===== src/hdl/hsl_pkg.sv =====
// Shared constants, field widths and the sine hue wheel tables for the HSL to RGB converter.
// The quarter-wave tables are built at elaboration by fixed-point integer arithmetic.
// Depends on nothing; every module of the block imports it.
package hsl_pkg;

    localparam int HUE_STEPS     = 768;
    localparam int FRAC_BITS     = 8;
    localparam int HUE_W         = 10;
    localparam int LIGHT_W       = 10;
    localparam int SAT_W         = 9;
    localparam int CH_W          = 8;
    localparam int NUM_STAGES    = 5;

    localparam int ONE           = 1 << FRAC_BITS;
    localparam int THIRD_STEPS   = HUE_STEPS / 3;
    localparam int HALF_STEPS    = HUE_STEPS / 2;
    localparam int QUARTER_STEPS = HUE_STEPS / 4;
    localparam int QIDX_W        = $clog2(QUARTER_STEPS + 1);
    localparam int CH_MAX        = (1 << CH_W) - 1;

    // Division of a channel sum (at most 765) by three: floor(x * 683 / 2048).
    localparam int AVG_MUL       = 683;
    localparam int AVG_SHIFT     = 11;
    localparam int SUM_W         = CH_W + 2;
    localparam int AVG_MUL_W     = 10;

    typedef logic [CH_W-1:0] wheel_tbl_t [0:QUARTER_STEPS];

    typedef logic [CH_W-1:0] rgb_t [0:2];

    localparam longint unsigned FX_ONE     = 64'h1000_0000_0000_0000;
    localparam longint unsigned FX_HALF    = 64'h0800_0000_0000_0000;
    localparam longint unsigned FX_PI_HALF = 64'h1921_FB54_442D_1846;
    localparam longint unsigned LOW30      = 64'h0000_0000_3FFF_FFFF;

    function automatic longint unsigned fx_mul(input longint unsigned a,
                                               input longint unsigned b);
        longint unsigned ah;
        longint unsigned al;
        longint unsigned bh;
        longint unsigned bl;
        longint unsigned mid;
        ah  = a >> 30;
        al  = a & LOW30;
        bh  = b >> 30;
        bl  = b & LOW30;
        mid = ah * bl + al * bh + ((al * bl) >> 30);
        return ah * bh + (mid >> 30);
    endfunction

    // Truncating long division by a small nonzero divisor.
    function automatic longint unsigned div_small(input longint unsigned num,
                                                  input longint unsigned den);
        longint unsigned rem;
        longint unsigned quo;
        int              i;
        rem = 0;
        quo = 0;
        for (i = 63; i >= 0; i--)
        begin
            rem = (rem << 1) | ((num >> i) & 64'd1);
            quo = quo << 1;
            if (rem >= den)
            begin
                rem = rem - den;
                quo = quo | 64'd1;
            end
        end
        return quo;
    endfunction

    // Sine of (pi/2 * w / t) in Q60, for 0 <= w <= t.
    function automatic longint unsigned quarter_sine(input longint unsigned w,
                                                     input longint unsigned t);
        longint unsigned r;
        longint unsigned x;
        longint unsigned theta;
        longint unsigned t2;
        longint unsigned sum;
        longint unsigned term;
        longint unsigned div;
        int              i;
        int              n;
        r = w;
        x = 0;
        if (w >= t)
        begin
            return FX_ONE;
        end
        if (w == 0)
        begin
            return 0;
        end
        if (3 * w == t)
        begin
            return FX_HALF;
        end
        for (i = 0; i < 60; i++)
        begin
            r = r << 1;
            x = x << 1;
            if (r >= t)
            begin
                r = r - t;
                x = x | 64'd1;
            end
        end
        theta = fx_mul(x, FX_PI_HALF);
        t2    = fx_mul(theta, theta);
        sum   = theta;
        term  = theta;
        for (n = 1; n <= 20; n++)
        begin
            if (term != 0)
            begin
                div  = longint'(2 * n) * longint'(2 * n + 1);
                term = div_small(fx_mul(term, t2), div);
                if ((n % 2) == 1)
                begin
                    sum = sum - term;
                end
                else
                begin
                    sum = sum + term;
                end
            end
        end
        return (sum > FX_ONE) ? FX_ONE : sum;
    endfunction

    function automatic logic [CH_W-1:0] scale255(input longint unsigned v);
        longint unsigned hi;
        longint unsigned lo;
        longint unsigned res;
        hi  = v >> 30;
        lo  = v & LOW30;
        res = (255 * hi + ((255 * lo) >> 30)) >> 30;
        return res[CH_W-1:0];
    endfunction

    // Pure channel at phase a, counted in thirds of a hue step.
    function automatic logic [CH_W-1:0] wheel_value(input longint unsigned a);
        longint unsigned turn;
        longint unsigned w;
        longint unsigned s;
        longint unsigned v;
        logic            neg;
        turn = 3 * HUE_STEPS;
        w    = 4 * a;
        neg  = 1'b0;
        if (w >= 2 * turn)
        begin
            neg = 1'b1;
            w   = w - 2 * turn;
        end
        if (w > turn)
        begin
            w = 2 * turn - w;
        end
        s = quarter_sine(w, turn);
        if (!neg)
        begin
            v = s + FX_HALF;
            return (v >= FX_ONE) ? CH_W'(CH_MAX) : scale255(v);
        end
        if (s >= FX_HALF)
        begin
            return '0;
        end
        return scale255(FX_HALF - s);
    endfunction

    function automatic wheel_tbl_t build_wheel_tbl(input logic neg);
        wheel_tbl_t tbl;
        int         q;
        for (q = 0; q <= QUARTER_STEPS; q++)
        begin
            tbl[q] = wheel_value(longint'(3 * (q + (neg ? HALF_STEPS : 0))));
        end
        return tbl;
    endfunction

    localparam wheel_tbl_t POS_TBL = build_wheel_tbl(1'b0);
    localparam wheel_tbl_t NEG_TBL = build_wheel_tbl(1'b1);

endpackage


===== src/hdl/hsl_wheel.sv =====
// Sine hue wheel lookup: folds a wheel position onto a quarter wave and reads the tables.
// Depends on hsl_pkg for the tables and widths.
module hsl_wheel
    import hsl_pkg::*;
(
    input  logic [HUE_W-1:0] pos,
    output logic [CH_W-1:0]  value
);

    logic              upper_half;
    logic [HUE_W-1:0]  half_pos;
    logic [HUE_W-1:0]  folded;

    always_comb
    begin
        upper_half = (pos >= HUE_W'(HALF_STEPS));
        half_pos   = upper_half ? (pos - HUE_W'(HALF_STEPS)) : pos;
        folded     = (half_pos > HUE_W'(QUARTER_STEPS)) ?
                     (HUE_W'(HALF_STEPS) - half_pos) : half_pos;
        value      = upper_half ? NEG_TBL[folded[QIDX_W-1:0]] : POS_TBL[folded[QIDX_W-1:0]];
    end

endmodule


===== src/hdl/hue_lightness_saturation_to_rgb_top.sv =====
// Top level of the HSL to RGB converter with a sine hue wheel.
// Depends on hsl_pkg and hsl_wheel.
//
// The converter takes one beat per clock while input ready is high and returns one result
// beat for each input beat, in order. The five register stages are: input clamp and hue wrap,
// hue wheel lookup, lightness, channel average and saturation products, and the final mix
// that also serves as the output register. A stall on the output holds every stage that is
// full and lets empty stages fill, so input ready falls only when the whole pipeline is full
// and the output beat is not taken.
module hue_lightness_saturation_to_rgb_top
    import hsl_pkg::*;
(
    input  logic                      clk,
    input  logic                      rst_n,
    input  logic                      in_valid,
    output logic                      in_ready,
    input  logic [HUE_W-1:0]          hue,
    input  logic signed [LIGHT_W-1:0] lightness,
    input  logic [SAT_W-1:0]          saturation,
    output logic                      out_valid,
    input  logic                      out_ready,
    output logic [CH_W-1:0]           hue_red,
    output logic [CH_W-1:0]           hue_green,
    output logic [CH_W-1:0]           hue_blue,
    output logic [CH_W-1:0]           out_red,
    output logic [CH_W-1:0]           out_green,
    output logic [CH_W-1:0]           out_blue
);

    localparam int PROD_W = CH_W + SAT_W;

    logic [NUM_STAGES-1:0] vld_reg;
    logic [NUM_STAGES-1:0] adv;

    // Stage 1: clamped inputs.
    logic [HUE_W-1:0]          s1_hue_reg;
    logic [HUE_W-1:0]          s1_hue_next;
    logic signed [LIGHT_W-1:0] s1_light_reg;
    logic signed [LIGHT_W-1:0] s1_light_next;
    logic [SAT_W-1:0]          s1_sat_reg;
    logic [SAT_W-1:0]          s1_sat_next;

    // Stage 2: pure hue channels.
    logic [HUE_W:0]            pos_sum [0:2];
    logic [HUE_W-1:0]          pos [0:2];
    rgb_t                      s2_ch_next;
    rgb_t                      s2_ch_reg;
    logic signed [LIGHT_W-1:0] s2_light_reg;
    logic [SAT_W-1:0]          s2_sat_reg;

    // Stage 3: lightness applied.
    logic                      light_pos;
    logic [SAT_W-1:0]          light_mul;
    logic [CH_W-1:0]           light_base [0:2];
    logic [PROD_W-1:0]         light_prod [0:2];
    rgb_t                      s3_adj_next;
    rgb_t                      s3_adj_reg;
    rgb_t                      s3_ch_reg;
    logic [SAT_W-1:0]          s3_sat_reg;

    // Stage 4: channel average and saturation products.
    logic [SUM_W-1:0]          ch_sum;
    logic [SUM_W+AVG_MUL_W-1:0] avg_prod;
    logic [PROD_W-1:0]         sat_prod [0:2];
    logic [CH_W-1:0]           s4_avg_next;
    logic [CH_W-1:0]           s4_avg_reg;
    rgb_t                      s4_part_next;
    rgb_t                      s4_part_reg;
    rgb_t                      s4_ch_reg;
    logic [SAT_W-1:0]          s4_sat_reg;

    // Stage 5: final mix, output register.
    logic [SAT_W-1:0]          desat;
    logic [PROD_W-1:0]         gray_prod;
    logic [CH_W:0]             mix [0:2];
    rgb_t                      s5_out_next;
    rgb_t                      s5_out_reg;
    rgb_t                      s5_ch_reg;

    always_comb
    begin
        adv[NUM_STAGES-1] = !vld_reg[NUM_STAGES-1] || out_ready;
        for (int k = NUM_STAGES - 2; k >= 0; k--)
        begin
            adv[k] = !vld_reg[k] || adv[k+1];
        end
    end

    assign in_ready  = adv[0];
    assign out_valid = vld_reg[NUM_STAGES-1];

    always_ff @(posedge clk or negedge rst_n)
    begin
        if (!rst_n)
        begin
            vld_reg <= '0;
        end
        else
        begin
            if (adv[0])
            begin
                vld_reg[0] <= in_valid;
            end
            for (int k = 1; k < NUM_STAGES; k++)
            begin
                if (adv[k])
                begin
                    vld_reg[k] <= vld_reg[k-1];
                end
            end
        end
    end

    always_comb
    begin
        s1_hue_next = (hue >= HUE_W'(HUE_STEPS)) ? (hue - HUE_W'(HUE_STEPS)) : hue;
        if (lightness > LIGHT_W'(ONE))
        begin
            s1_light_next = LIGHT_W'(ONE);
        end
        else if (lightness < -LIGHT_W'(ONE))
        begin
            s1_light_next = -LIGHT_W'(ONE);
        end
        else
        begin
            s1_light_next = lightness;
        end
        s1_sat_next = (saturation > SAT_W'(ONE)) ? SAT_W'(ONE) : saturation;
    end

    always_ff @(posedge clk)
    begin
        if (adv[0] && in_valid)
        begin
            s1_hue_reg   <= s1_hue_next;
            s1_light_reg <= s1_light_next;
            s1_sat_reg   <= s1_sat_next;
        end
    end

    // Red sits a third of a turn ahead of blue, green two thirds.
    always_comb
    begin
        for (int c = 0; c < 3; c++)
        begin
            pos_sum[c] = {1'b0, s1_hue_reg}
                         + (HUE_W + 1)'((c == 2) ? 0 : (c + 1) * THIRD_STEPS);
            pos[c]     = (pos_sum[c] >= (HUE_W + 1)'(HUE_STEPS)) ?
                         HUE_W'(pos_sum[c] - (HUE_W + 1)'(HUE_STEPS)) : pos_sum[c][HUE_W-1:0];
        end
    end

    hsl_wheel u_wheel_red
    (
        .pos   (pos[0]),
        .value (s2_ch_next[0])
    );

    hsl_wheel u_wheel_green
    (
        .pos   (pos[1]),
        .value (s2_ch_next[1])
    );

    hsl_wheel u_wheel_blue
    (
        .pos   (pos[2]),
        .value (s2_ch_next[2])
    );

    always_ff @(posedge clk)
    begin
        if (adv[1] && vld_reg[0])
        begin
            s2_ch_reg    <= s2_ch_next;
            s2_light_reg <= s1_light_reg;
            s2_sat_reg   <= s1_sat_reg;
        end
    end

    // Positive lightness blends toward full scale, otherwise the channel is scaled down.
    always_comb
    begin
        light_pos = (s2_light_reg > 0);
        light_mul = light_pos ? s2_light_reg[SAT_W-1:0]
                              : SAT_W'(LIGHT_W'(ONE) + s2_light_reg);
        for (int c = 0; c < 3; c++)
        begin
            light_base[c] = light_pos ? (CH_W'(CH_MAX) - s2_ch_reg[c]) : s2_ch_reg[c];
            light_prod[c] = PROD_W'(light_base[c]) * PROD_W'(light_mul);
            s3_adj_next[c] = light_pos ?
                             (s2_ch_reg[c] + light_prod[c][FRAC_BITS +: CH_W]) :
                             light_prod[c][FRAC_BITS +: CH_W];
        end
    end

    always_ff @(posedge clk)
    begin
        if (adv[2] && vld_reg[1])
        begin
            s3_adj_reg <= s3_adj_next;
            s3_ch_reg  <= s2_ch_reg;
            s3_sat_reg <= s2_sat_reg;
        end
    end

    always_comb
    begin
        ch_sum   = SUM_W'(s3_adj_reg[0]) + SUM_W'(s3_adj_reg[1]) + SUM_W'(s3_adj_reg[2]);
        avg_prod = (SUM_W + AVG_MUL_W)'(ch_sum) * (SUM_W + AVG_MUL_W)'(AVG_MUL);
        s4_avg_next = avg_prod[AVG_SHIFT +: CH_W];
        for (int c = 0; c < 3; c++)
        begin
            sat_prod[c]     = PROD_W'(s3_adj_reg[c]) * PROD_W'(s3_sat_reg);
            s4_part_next[c] = sat_prod[c][FRAC_BITS +: CH_W];
        end
    end

    always_ff @(posedge clk)
    begin
        if (adv[3] && vld_reg[2])
        begin
            s4_avg_reg  <= s4_avg_next;
            s4_part_reg <= s4_part_next;
            s4_ch_reg   <= s3_ch_reg;
            s4_sat_reg  <= s3_sat_reg;
        end
    end

    always_comb
    begin
        desat     = SAT_W'(ONE) - s4_sat_reg;
        gray_prod = PROD_W'(s4_avg_reg) * PROD_W'(desat);
        for (int c = 0; c < 3; c++)
        begin
            mix[c]         = {1'b0, s4_part_reg[c]} + {1'b0, gray_prod[FRAC_BITS +: CH_W]};
            s5_out_next[c] = mix[c][CH_W] ? CH_W'(CH_MAX) : mix[c][CH_W-1:0];
        end
    end

    always_ff @(posedge clk)
    begin
        if (adv[4] && vld_reg[3])
        begin
            s5_out_reg <= s5_out_next;
            s5_ch_reg  <= s4_ch_reg;
        end
    end

    assign hue_red   = s5_ch_reg[0];
    assign hue_green = s5_ch_reg[1];
    assign hue_blue  = s5_ch_reg[2];
    assign out_red   = s5_out_reg[0];
    assign out_green = s5_out_reg[1];
    assign out_blue  = s5_out_reg[2];

endmodule


===== config.mk =====
export PLATFORM = sky130hd
export DESIGN_NAME = hue_lightness_saturation_to_rgb_top
export DESIGN_NICKNAME = d
export VERILOG_FILES = /design/src/hdl/hsl_pkg.sv /design/src/hdl/hsl_wheel.sv /design/src/hdl/hue_lightness_saturation_to_rgb_top.sv
export SDC_FILE = /design/constraint.sdc
export NUM_CORES = 1
export LEC_CHECK = 0
export ABC_AREA = 0
export ABC_CLOCK_PERIOD_IN_PS = 8000
export BUFFER_PORTS_ARGS = -buffer_cell sky130_fd_sc_hd__buf_2
export CORE_MARGIN = 4
export CORE_UTILIZATION = 60
export DETAILED_ROUTE_END_ITERATION = 8
export GPL_ROUTABILITY_DRIVEN = 0
export GPL_TIMING_DRIVEN = 1
export PLACE_DENSITY_LB_ADDON = 0.3
export SYNTH_ARGS = -nofsm -noshare
export SYNTH_HDL_FRONTEND = slang
export SYNTH_HIERARCHICAL = 1
export SYNTH_SLANG_ARGS = --single-unit

===== constraint.sdc =====
create_clock -name clk -period 8 [get_ports clk]
set_clock_uncertainty 0.05 [all_clocks]
set_input_delay 0.4 -clock clk [delete_from_list [all_inputs] [get_ports clk]]
set_output_delay 0.4 -clock clk [all_outputs]
set_load 0.05 [all_outputs]

# Word level (Yosys, flattened, before mapping)
# Memories as Yosys holds them, arrays and structs flattened.
# Cells that the tools add are included.
# totals
ff_bits	247
romBits	12288
in_bits	33
out_inout_bits	50
word_cells	143
n_memories	6
# memory_table
name	depth	width	rd	rd_clocked_by_memory_dff	write_ports	line_no	text
(name not given)	256	8	1	0	0	hsl_wheel.sv:20	value = upper_half ? NEG_TBL[folded[QIDX_W-1:0]] : POS_TBL[folded[QIDX_W-1:0]];
(name not given)	256	8	1	0	0	hsl_wheel.sv:20	
(name not given)	256	8	1	0	0	hsl_wheel.sv:20	
(name not given)	256	8	1	0	0	hsl_wheel.sv:20	
(name not given)	256	8	1	0	0	hsl_wheel.sv:20	
(name not given)	256	8	1	0	0	hsl_wheel.sv:20	
# op_classes
addsub	25
multipliers	8
magnitude_cmp	17
mux	33
bitwise	3
n_reduce_logical	16
# op_table
operator	n
$mux W8	24
$mul A8 B9 Y16	7
$mux W10	8
$sub A8 B8 Y8 const A	6
$sub A10 B10 Y10 const B	4
$add A8 B8 Y9	4
$ge A10 B9 Y1 const B	3
$gt A10 B8 Y1 const B	3
$sub A10 B9 Y10 const B	3
$ge A9 B9 Y1 const B	3
$not A8 Y9	3
$add A8 B8 Y8	3
$ge A11 B10 Y1 const B	2
$ge A10 B10 Y1 const B	2
$mul A10 B10 Y19 const B	1
$add A10 B10 Y11 const B	1
$add A10 B9 Y11 const B	1
$add A9 B8 Y10	1
$gt A10 B1 Y1 const B	1
$gt A10 B10 Y1 const B	1
$lt A10 B9 Y1 const B	1
$add A9 B9 Y9 const A	1
$gt A9 B9 Y1 const B	1
$mux W9	1
other kinds (5)	17

# Longest topological paths before layout
# Gate-level depths: netlist of the first run.
# depth
depth_word	12
mapped_depth	29
depth_no_buf	29

# Hierarchy
# Netlist of the first run, hierarchy kept.
# modules_own_cells
mod	instances	cells_per_inst	area_per_inst_um2
hue_lightness_saturation_to_rgb_top	1	2575	27020.9
hsl_wheel	3	163	1146.1

# Least setup slack after synthesis of the first run
# Ideal clock, no wire load.
# synth_path
path_type	register to register
start	register s2_light_reg[5]
end	register s3_adj_reg[15] (netlist name), data pin
arrival_time_ps	7043
t_required_ps	7690
setup_slack_ps	647
path_stages_with_launch	26
path_buffers	2
path_cell_list	edfxtp_1 nor4_4 a31oi_1 buf_2 buf_2 xnor2_1 nand2b_1 fa_1 fa_1 inv_1 fa_1 fa_1 ha_1 a21oi_1 o21ai_0 a31oi_1 o211ai_2 a31o_2 xor2_1 ha_1 or2_2 a21oi_1 nor3_1 nand4b_1 or4b_1 xor2_1
# synth_rtl
item	line_no	text
start, declared	hue_lightness_saturation_to_rgb_top.sv:48	logic signed [LIGHT_W-1:0] s2_light_reg;
start signal, assigned	hue_lightness_saturation_to_rgb_top.sv:177	s2_light_reg <= s1_light_reg;
end signal, assigned	hue_lightness_saturation_to_rgb_top.sv:202	s3_adj_reg <= s3_adj_next;
end, declared	hue_lightness_saturation_to_rgb_top.sv:57	rgb_t s3_adj_reg;

==> flow_summary_export.csv, run 1 <==
group,metric,value,unit
synthesis,synth_top_cell_by_area,"edfxtp_1",
drt,viasPerCell,5.78,
timing,fin_crit_sh,93.8,%
drt,drc,0,
global_routing,grt_max_degree,58,
final_layout,final_common_cell,"inv_1",
flow_run,drv_cap,0,
timing,tns,0,ps
synthesis,avgSynthCellArea,9.94,sq um
clocking,clk_pin_slew,60,ps
clocking,numCtsBuffers,27,
clocking,htree_levels,1,
floorplanning,rows,82,
floorplanning,die_y,233,um
timing,rsz0062_at_grt,"no",
clocking,clkLatencyLatePin,580,ps
synthesis,synthesis.nets,3777,
critical_path,cpPeakStageDelay,530,ps
critical_path,path_max_fanout,12,
timing,maxSlewHeadroom,20.8,%
synthesis,synth_top_flop_cell,"edfxtp_1",
critical_path,worstPathRequired,8280,ps
timing,finalHoldViolations,0,
clocking,clock_sinks,247,
status,status,"completed",
timing,finalSetupViolCount,0,
timing,period_needed,7500,ps
final_layout,layout.nets,3840,
drt,drt_iter0_drc,1177,
final_layout,area_growth,7.08,%
floorplanning,ios,83,
synthesis,netlist_area,30500,sq um
place,hpwl,52700,um
synthesis,synth_edf_count,242,
floorplanning,start_util,60.7,%
critical_path,cp_slowest_cell,"fa_1",
synthesis,ys_top_cells_by_area,"edfxtp_1 24%, fa_1 21%, ha_1 15%, inv_1 5.4%, and2_1 5.2%",
drt,vias,22100,
synthesis,syn_inst,3064,
synthesis,ys_seq_area_share,24.3,%
floorplanning,core-area,50200,sq um
hold_path,whs_path_depth,2,
timing,slew_violations,0,
floorplanning,chipWidth,233,um
critical_path,rr_worst_depth,24,
drt,wl,68100,um
global_routing,grt_pass1_wl,114000,um
final_layout,final_cell_mix,"437 x inv_1, 364 x ha_1, 316 x fa_1, 276 x nand2_1, 248 x and2_1",
global_routing,grt_pass1_vias,23600,
critical_path,crit_type,"reg -> reg",
critical_path,end_kind,"flop",
synthesis,ys_seq_elements,247,
final_layout,n_fill_cell,3884,
global_routing,antenna_found_initial,0,
floorplanning,die-area,54400,sq um
synthesis,ys_async_sr_fraction,2.02,%
timing,fmax,133,MHz
critical_path,arrival,7780,ps
critical_path,path_common_cell,"fa_1",
final_layout,antenna_cells,0,
synthesis,yosys_warnings,6,
clocking,cts_tree,"yes",
place,port_buffers,82,
final_layout,drive_above_1_share,8.10,%
global_routing,overflow,0,
timing,worst_pin_slew,1180,ps
clocking,cts_buffer_depth,3,
synthesis,synth_top_area_share,23.9,%
critical_path,cp.depth,24,
critical_path,crit_family,"adder cells",
critical_path,crit_chain,"nor4_4 > a31oi_4 > buf_4 > xnor2_1 > nor2b_1 > fa_1 > fa_1 > fa_1 > inv_1 > fa_1 > inv_1 > ha_1 > and2_1 > a31oi_1 > o211ai_2 > a31o_2 > xor2_1 > ha_1 > or2_2 > a21oi_1 > nor3_1 > nand4b_1 > or4b_1 > xor2_1",
synthesis,yosysUniqueCellTypes,91,
global_routing,grt_usage,25.7,%
critical_path,start_kind,"flop",
clocking,root_buffer,"clkbuf_16",
hold_path,worst_hold_path_type,"in -> reg",
drt,wl_per_cell,17.8,um
drt,antenna_left,0,
drt,firstDrtPassIters,5,
critical_path,cp_num_buf_inv,3,
==> kinds of logic after synthesis <==
family          Yosys count  synth area share, %
flops                   247                 24.3
xor+xnor                181                 5.28
mux                      11                0.390
compound gates          425                 10.1
simple gates            987                 17.5
fa+ha+maj               680                 35.7
buf+inv                 533                 6.77
==> cells in the mapped netlist (all sizes together), types with 13 or more instances <==
cell    count
o21ai      72
o21a       15
ha        364
xor2       40
nand2b     30
fa        316
nand3b     13
nand3      50
nor3       62
a31oi      18
or3        26
and3       19
and2      252
a21oi     113
clkbuf     67
nor2b      95
inv       437
a211oi     26
o31ai      26
buf        29
nor2      100
o21bai     28
edfxtp    242
nand4      14
xnor2     141
nand2     276
a21o       35
==> cell type report <==
cell class | instances | area, sq um | share of cell area [%]
clock buffer | 37 | 753 | 2.31
timing repair buffer | 130 | 811 | 2.49
clock inverter | 12 | 106 | 0.326
inverter | 437 | 1640 | 5.03
sequential | 247 | 7390 | 22.7
tap | 672 | 841 | 2.58
multi-input combinational | 2284 | 21100 | 64.6
==> final timing paths <==
| kind | from | endpoint | slack [ps] |
|---|---|---|---|
| max | s2_light_reg[5] | s3_adj_reg[15] | 500 |
| min | lightness[3] | s1_light_reg[3] | 50 |
| max reg2reg | s2_light_reg[5] | s3_adj_reg[15] | 500 |
| min reg2reg | s3_ch_reg[3] | s4_ch_reg[3] | 370 |
| max in group asynchronous | rst_n | vld_reg[3] | 7640 |
| min in group asynchronous | rst_n | vld_reg[1] | 130 |
==> metal layers <==
layer / share of wire (%) / vias up / GRT usage [%]
met2: 50 / 788 / 46.2
li1: - / 10400 / -
met1: 40 / 10700 / 31.1
met4: 4.3 / 0 / 10.4
met3: 5.6 / 179 / 3.23
met5: 0 / - / 0
==> metrics by stage <==
stage	instances	worst slack, ps	instance area [sq um]	hold slack (ps)	utilization, %
6_report	3819	498	32600	47.0	65.0
3_5_place_dp	3759	345	31600	173	63.0
2_1_floorplan	3064	647	30500	54.4	-
4_1_cts	3819	88.9	32600	13.2	64.9
3_3_place_gp	3759	542	31600	168	63.0
5_1_grt	3819	96.7	32600	39.7	65.0
==> what timing repair did <==
action / CTS / global route
resized for setup: 0 / 7
endpoints found under the hold margin: 15 / 0
hold buffers: 11 / 0
endpoints found under the setup margin: 0 / 1
setup buffers: 0 / 0
Power of run 1 is left out: the tool's default activity adds up to more than one toggle a clock period on the data nets, which glitch-free logic cannot reach.
==> run 2: changes to the inputs <==
Settings changed: CELL_PAD_IN_SITES_DETAIL_PLACEMENT from default to 1, CELL_PAD_IN_SITES_GLOBAL_PLACEMENT from default to 2, CORE_UTILIZATION 60 to 43, CTS_CLUSTER_DIAMETER from default to 80, SYNTH_HIERARCHICAL 1 to default.
==> run 2 against run 1 <==
  * First-iteration DRC count fell by 18%
  * Synthesized cell count down 1.4%
  * Die area increased by 35%
  * Critical path depth grew 1
  * Non-clock buffer count up 5
  * Fmax decreased by 1.2%
  * Synthesized area shrank 2.1%
  * Worst setup slack got worse by 93 ps
  * Design area about the same
  * Via count down 2.5%
  * Worst hold slack improved by 44 ps
==> flow_summary_export.csv, run 2 <==
group,metric,value,unit
synthesis,synth_edf_count,242,
final_layout,area_growth,9.41,%
synthesis,synth_top_flop_cell,"edfxtp_1",
timing,finalHoldViolations,0,
clocking,cts_buffer_depth,3,
clocking,clock_sinks,247,
final_layout,n_fill_cell,7736,
clocking,numCtsBuffers,34,
status,status,"completed",
final_layout,multi_input_area,20400,sq um
final_layout,final_common_cell,"inv_1",
floorplanning,die_y,271,um
clocking,clkLatencyLatePin,550,ps
synthesis,ys_top_cells_by_area,"edfxtp_1 24%, fa_1 21%, ha_1 15%, inv_1 5.6%, and2_1 5.1%",
synthesis,netlist_area,29800,sq um
timing,tns,0,ps
drt,vias,21500,
floorplanning,ios,83,
drt,viasPerCell,5.33,
critical_path,rr_worst_depth,25,
critical_path,cp.depth,25,
floorplanning,die-area,73600,sq um
hold_path,hp-start,"lightness[6]",
synthesis,synthesis.nets,3727,
floorplanning,rows,96,
synthesis,avgSynthCellArea,9.87,sq um
global_routing,grt_pass1_wl,128000,um
final_layout,antenna_cells,0,
synthesis,ys_async_sr_fraction,2.02,%
critical_path,end_kind,"flop",
critical_path,rr_startpoint,"s3_adj_reg[17]",
final_layout,drive_above_1_share,7.46,%
timing,maxSlewHeadroom,21.6,%
critical_path,crit_path_start,"s3_adj_reg[17]",
drt,wl_per_cell,19.2,um
drt,drt_iter0_drc,967,
timing,slew_violations,0,
critical_path,path_max_fanout,10,
global_routing,grt_max_degree,66,
timing,finalSetupViolCount,0,
global_routing,antenna_found_initial,0,
timing,period_needed,7600,ps
drt,wl,77500,um
synthesis,syn_inst,3020,
critical_path,path_common_cell,"fa_1",
synthesis,synth_top_cell_by_area,"edfxtp_1",
global_routing,overflow,0,
synthesis,synth_top_area_share,24.4,%
hold_path,worst_hold_path_type,"in -> reg",
critical_path,cpPeakStageDelay,650,ps
synthesis,ys_seq_area_share,24.8,%
critical_path,cp_slowest_cell,"edfxtp_1",
synthesis,yosys_warnings,0,
global_routing,grt_usage,21.4,%
hold_path,whs_path_depth,2,
timing,rsz0062_at_grt,"no",
critical_path,crit_type,"reg -> reg",
flow_run,drv_cap,0,
clocking,clk_pin_slew,60,ps
floorplanning,chipWidth,271,um
critical_path,worstPathRequired,8250,ps
final_layout,final_cell_mix,"442 x inv_1, 357 x ha_1, 317 x fa_1, 302 x nand2_1",
timing,fin_crit_sh,94.9,%
timing,worst_pin_slew,1170,ps
clocking,cts_tree,"yes",
place,hpwl,61200,um
clocking,htree_levels,2,
clocking,root_buffer,"clkbuf_16",
final_layout,layout.nets,3792,
critical_path,cp_num_buf_inv,2,
final_layout,seq_area,7390,sq um
drt,firstDrtPassIters,5,
synthesis,yosysMostFrequentCell,"inv_1",
synthesis,netlist_top_cells_count,"442 x inv_1, 357 x ha_1, 317 x fa_1",
global_routing,grt_pass1_vias,24500,
floorplanning,core-area,68700,sq um
synthesis,yosysUniqueCellTypes,95,
drt,drc,0,
critical_path,crit_family,"adder cells",
critical_path,start_kind,"flop",
timing,fmax,132,MHz
synthesis,ys_seq_elements,247,
critical_path,arrival,7840,ps
place,port_buffers,82,
floorplanning,start_util,43.4,%
drt,antenna_left,0,
[run 2: cell count changes after synthesis, moves of 11 or more]
cell and delta:
and3_1 -12, clkbuf_1 +20, mux2i_1 +14, nand2_1 +26
nand3_1 -20, nand3b_1 -11, nor2_1 +13, nor3_1 -12
o21ai_0 +20, o21ai_1 -13, o31ai_1 -15, xnor2_1 +14
[run 2: area by class of cell]
class,count,area share (%)
clock buffers,41,2.89
clock inverters,21,0.671
inverters,444,5.11
multi-input cells,2223,62.5
flip-flops and latches,247,22.7
well taps,931,3.57
repair buffers,135,2.64
[run 2: through the flow]
step	setup slack (ps)	utilization, %	cell area (sq um)	hold slack [ps]	instances
after floorplan	754	-	29800	54.4	3020
after global placement	555	45.6	31300	169	3968
after detailed placement	382	45.6	31300	175	3968
after CTS	373	47.4	32600	59.2	4041
after global routing	1.25	47.5	32600	69.1	4042
final	405	47.5	32600	90.7	4042
[run 2: path summary, 6_finish.rpt]
| kind | end | slack [ps] |
|---|---|---|
| worst min register to register | hue_red[0] | 360 |
| worst max register to register | s4_avg_reg[7] | 400 |
| max in group asynchronous | vld_reg[1] | 7580 |
| worst max-delay path | s4_avg_reg[7] | 400 |
| worst min-delay path | s1_light_reg[6] | 90 |
| min in group asynchronous | vld_reg[4] | 180 |
[run 2: logic make-up (layout without fill, tap and decap cells)]
logic type | Yosys count | in the layout | synth area share, %
AO/OA/AOI/OAI | 395 | 395 | 9.13
XOR/XNOR | 195 | 195 | 5.81
AND/OR/NAND/NOR | 936 | 936 | 16.1
multiplexers | 23 | 23 | 0.806
buffers and inverters | 550 | 641 | 7.06
adder cells (fa/ha/maj) | 674 | 674 | 36.3
flip-flops | 247 | 247 | 24.8
[run 2: repair_timing]
item,4_1_cts,5_1_grt
hold endpoints to repair,15,0
hold buffers,11,0
gates resized for setup,0,2
setup endpoints to repair,0,3
buffers inserted,0,1
[run 2: worst register-to-register path, stage by stage (launching register included)]
cell      delay, ps
edfxtp_1        650
fa_1            520
ha_1            230
fa_1            460
a21o_1          170
a21oi_1         230
o21bai_1         90
a21oi_1         240
xnor2_1         350
ha_1            370
ha_1            320
fa_1            550
inv_1            50
fa_1            460
fa_1            520
inv_1            50
ha_1            290
a21o_1          170
a21o_1          170
a221oi_1        280
o31a_1          290
o211a_1         220
a21oi_1         100
a21oi_1         300
o21bai_1        120
xnor2_1         130
[run 2: per-layer routing]
| metal | up-vias | part of all wire [%] | routed length (um) | track usage [%] |
|---|---|---|---|---|
| li1 | 10100 | - | - | - |
| met5 | - | 0 | 0 | 0 |
| met3 | 128 | 2.7 | 2090 | 2.14 |
| met4 | 0 | 3.1 | 2420 | 6.64 |
| met1 | 11000 | 42 | 32800 | 25.8 |
| met2 | 317 | 52 | 40200 | 40.2 |
Power of run 2 is left out for the same reason.
==> run 3: changes to the inputs <==
Settings changed: ABC_AREA 0 to 1, CORE_UTILIZATION 43 to 40.
==> run 3 against run 2 <==
  * Die area rose by 8.8%
  * First-iteration DRC count rose by 5.1%
  * Cell count up 17%
  * Wire length is 7.8% higher
==> flow_summary_export.csv, run 3 <==
group,metric,value,unit
synthesis,syn_inst,3649,
floorplanning,chipWidth,283,um
synthesis,avgSynthCellArea,8.29,sq um
place,hpwl,67200,um
critical_path,worstPathRequired,8280,ps
critical_path,crit_path_start,"s2_light_reg[6]",
critical_path,crit_family,"adder cells",
global_routing,grt_pass1_vias,25400,
hold_path,hp-start,"in_valid",
floorplanning,start_util,40.5,%
clocking,clk_pin_slew,60,ps
timing,tns,0,ps
status,status,"completed",
place,port_buffers,82,
critical_path,cpPeakStageDelay,540,ps
critical_path,end_kind,"flop",
timing,period_needed,7300,ps
final_layout,design_area,33200,sq um
critical_path,crit_type,"reg -> reg",
critical_path,cp_slowest_cell,"fa_1",
synthesis,synth_edf_count,242,
floorplanning,ios,83,
floorplanning,die_y,283,um
synthesis,yosysMostFrequentCell,"nand2_1",
final_layout,n_fill_cell,8983,
clocking,numCtsBuffers,35,
final_layout,final_common_cell,"nand2_1",
place,dp.cells,4649,
drt,drc,0,
drt,wl,83500,um
clocking,cts_buffer_depth,3,
synthesis,synth_top_area_share,24.0,%
clocking,clock_sinks,247,
timing,slew_violations,0,
hold_path,worst_hold_path_type,"in -> reg",
global_routing,grt_max_degree,66,
critical_path,r2r_slack,700,ps
global_routing,grt_usage,21.2,%
critical_path,rr_worst_depth,35,
floorplanning,die-area,80100,sq um
synthesis,synth_top_flop_cell,"edfxtp_1",
drt,wl_per_cell,17.6,um
timing,worst_pin_slew,1080,ps
place,placed_area,31800,sq um
critical_path,cp.depth,35,
global_routing,overflow,0,
timing,fmax,137,MHz
critical_path,cp_num_buf_inv,7,
timing,maxSlewHeadroom,28.1,%
drt,firstDrtPassIters,5,
timing,finalSetupViolCount,0,
clocking,cts_tree,"yes",
clocking,root_buffer,"clkbuf_16",
final_layout,area_growth,9.65,%
synthesis,ys_seq_area_share,24.4,%
critical_path,rr_startpoint,"s2_light_reg[6]",
synthesis,synth_top_cell_by_area,"edfxtp_1",
synthesis,ys_seq_elements,247,
final_layout,layout.cells.non_filler,4731,
clocking,htree_levels,2,
flow_run,drv_cap,0,
drt,viasPerCell,4.98,
drt,drt_iter0_drc,1016,
timing,fin_crit_sh,91.2,%
floorplanning,core-area,74700,sq um
synthesis,netlist_top_cells_count,"796 x nand2_1, 789 x inv_1, 357 x ha_1",
global_routing,grt_pass1_wl,137000,um
synthesis,ys_async_sr_fraction,2.02,%
drt,vias,23500,
critical_path,arrival,7570,ps
final_layout,drive_above_1_share,6.33,%
drt,antenna_left,0,
final_layout,final_cell_mix,"795 x nand2_1, 787 x inv_1, 357 x ha_1, 333 x nor2_1, 317 x fa_1",
critical_path,path_max_fanout,12,
global_routing,antenna_found_initial,0,
synthesis,yosys_warnings,0,
synthesis,yosysUniqueCellTypes,51,
timing,finalHoldViolations,0,
clocking,clkLatencyLatePin,570,ps
floorplanning,rows,100,
final_layout,layout.nets,4441,
synthesis,synthesis.nets,4356,
synthesis,netlist_area,30200,sq um
timing,rsz0062_at_grt,"no",
critical_path,r2r-end,"s3_adj_reg[23]",
critical_path,endpoint,"s3_adj_reg[23]",
critical_path,start_kind,"flop",
synthesis,ys_top_cells_by_area,"edfxtp_1 24%, fa_1 21%, ha_1 15%, nand2_1 9.9%, inv_1 9.8%",
critical_path,path_common_cell,"nand2_1",
==> run 3: cells by family (layout without fill, tap and decap cells) <==
kind of cell | count (synthesis) | in the layout | synth area share [%]
AND/OR/NAND/NOR | 1423 | 1423 | 19.4
AO/OA/AOI/OAI | 292 | 292 | 5.53
XOR/XNOR | 128 | 128 | 3.71
buffers and inverters | 884 | 996 | 11.1
multiplexers | 1 | 1 | 0.0331
flip-flops | 247 | 247 | 24.4
other | 0 | 1 | 0
adder cells (fa/ha/maj) | 674 | 674 | 35.8
==> run 3: area by class of cell <==
cell class              count  area [sq um]  share of cell area, %
multi-input cells        2518         19500                   58.9
flip-flops and latches    247          7390                   22.3
inverters                 801          3010                   9.07
well taps                 969          1210                   3.66
clock buffers              41           928                   2.80
repair buffers            131           806                   2.43
clock inverters            23           294                  0.887
diodes                      1          2.50                0.00755
==> run 3: worst min-delay path, stage by stage <==
cell and delay [ps]:
buf_2 80, inv_1 70, nand2_1 80
==> run 3: repair_timing <==
action	4_1_cts	5_1_grt
buffers inserted	0	6
endpoints found under the hold margin	15	0
setup endpoints to repair	0	3
hold buffers	11	0
gates resized for setup	0	1
==> run 3: layer usage <==
metal  track usage [%]  share of wire (%)  up-vias
met3              1.81                2.5       88
li1                  -                  -    11500
met4              5.17                2.6        0
met1              28.0                 46    11700
met5                 0                  0        -
met2              37.6                 49      280
==> run 3: worst min path at each step <==
| stage | end | cells past startpoint |
|---|---|---|
| CTS | vld_reg[0] | 3 |
| detailed placement | vld_reg[0] | 1 |
| global placement | vld_reg[0] | 1 |
| finish | vld_reg[0] | 3 |
| global route | vld_reg[0] | 3 |
| floorplan | vld_reg[0] | 0 |
==> run 3: through the flow <==
stage / hold slack [ps] / setup WS, ps / utilization, %
floorplan: 54.4 / 1110 / -
global placement: 184 / 669 / 42.5
detailed placement: 184 / 556 / 42.5
CTS: 27.3 / 503 / 44.3
global route: 51.7 / 107 / 44.4
finish: 50.0 / 704 / 44.4
Power of run 3 is left out for the same reason.
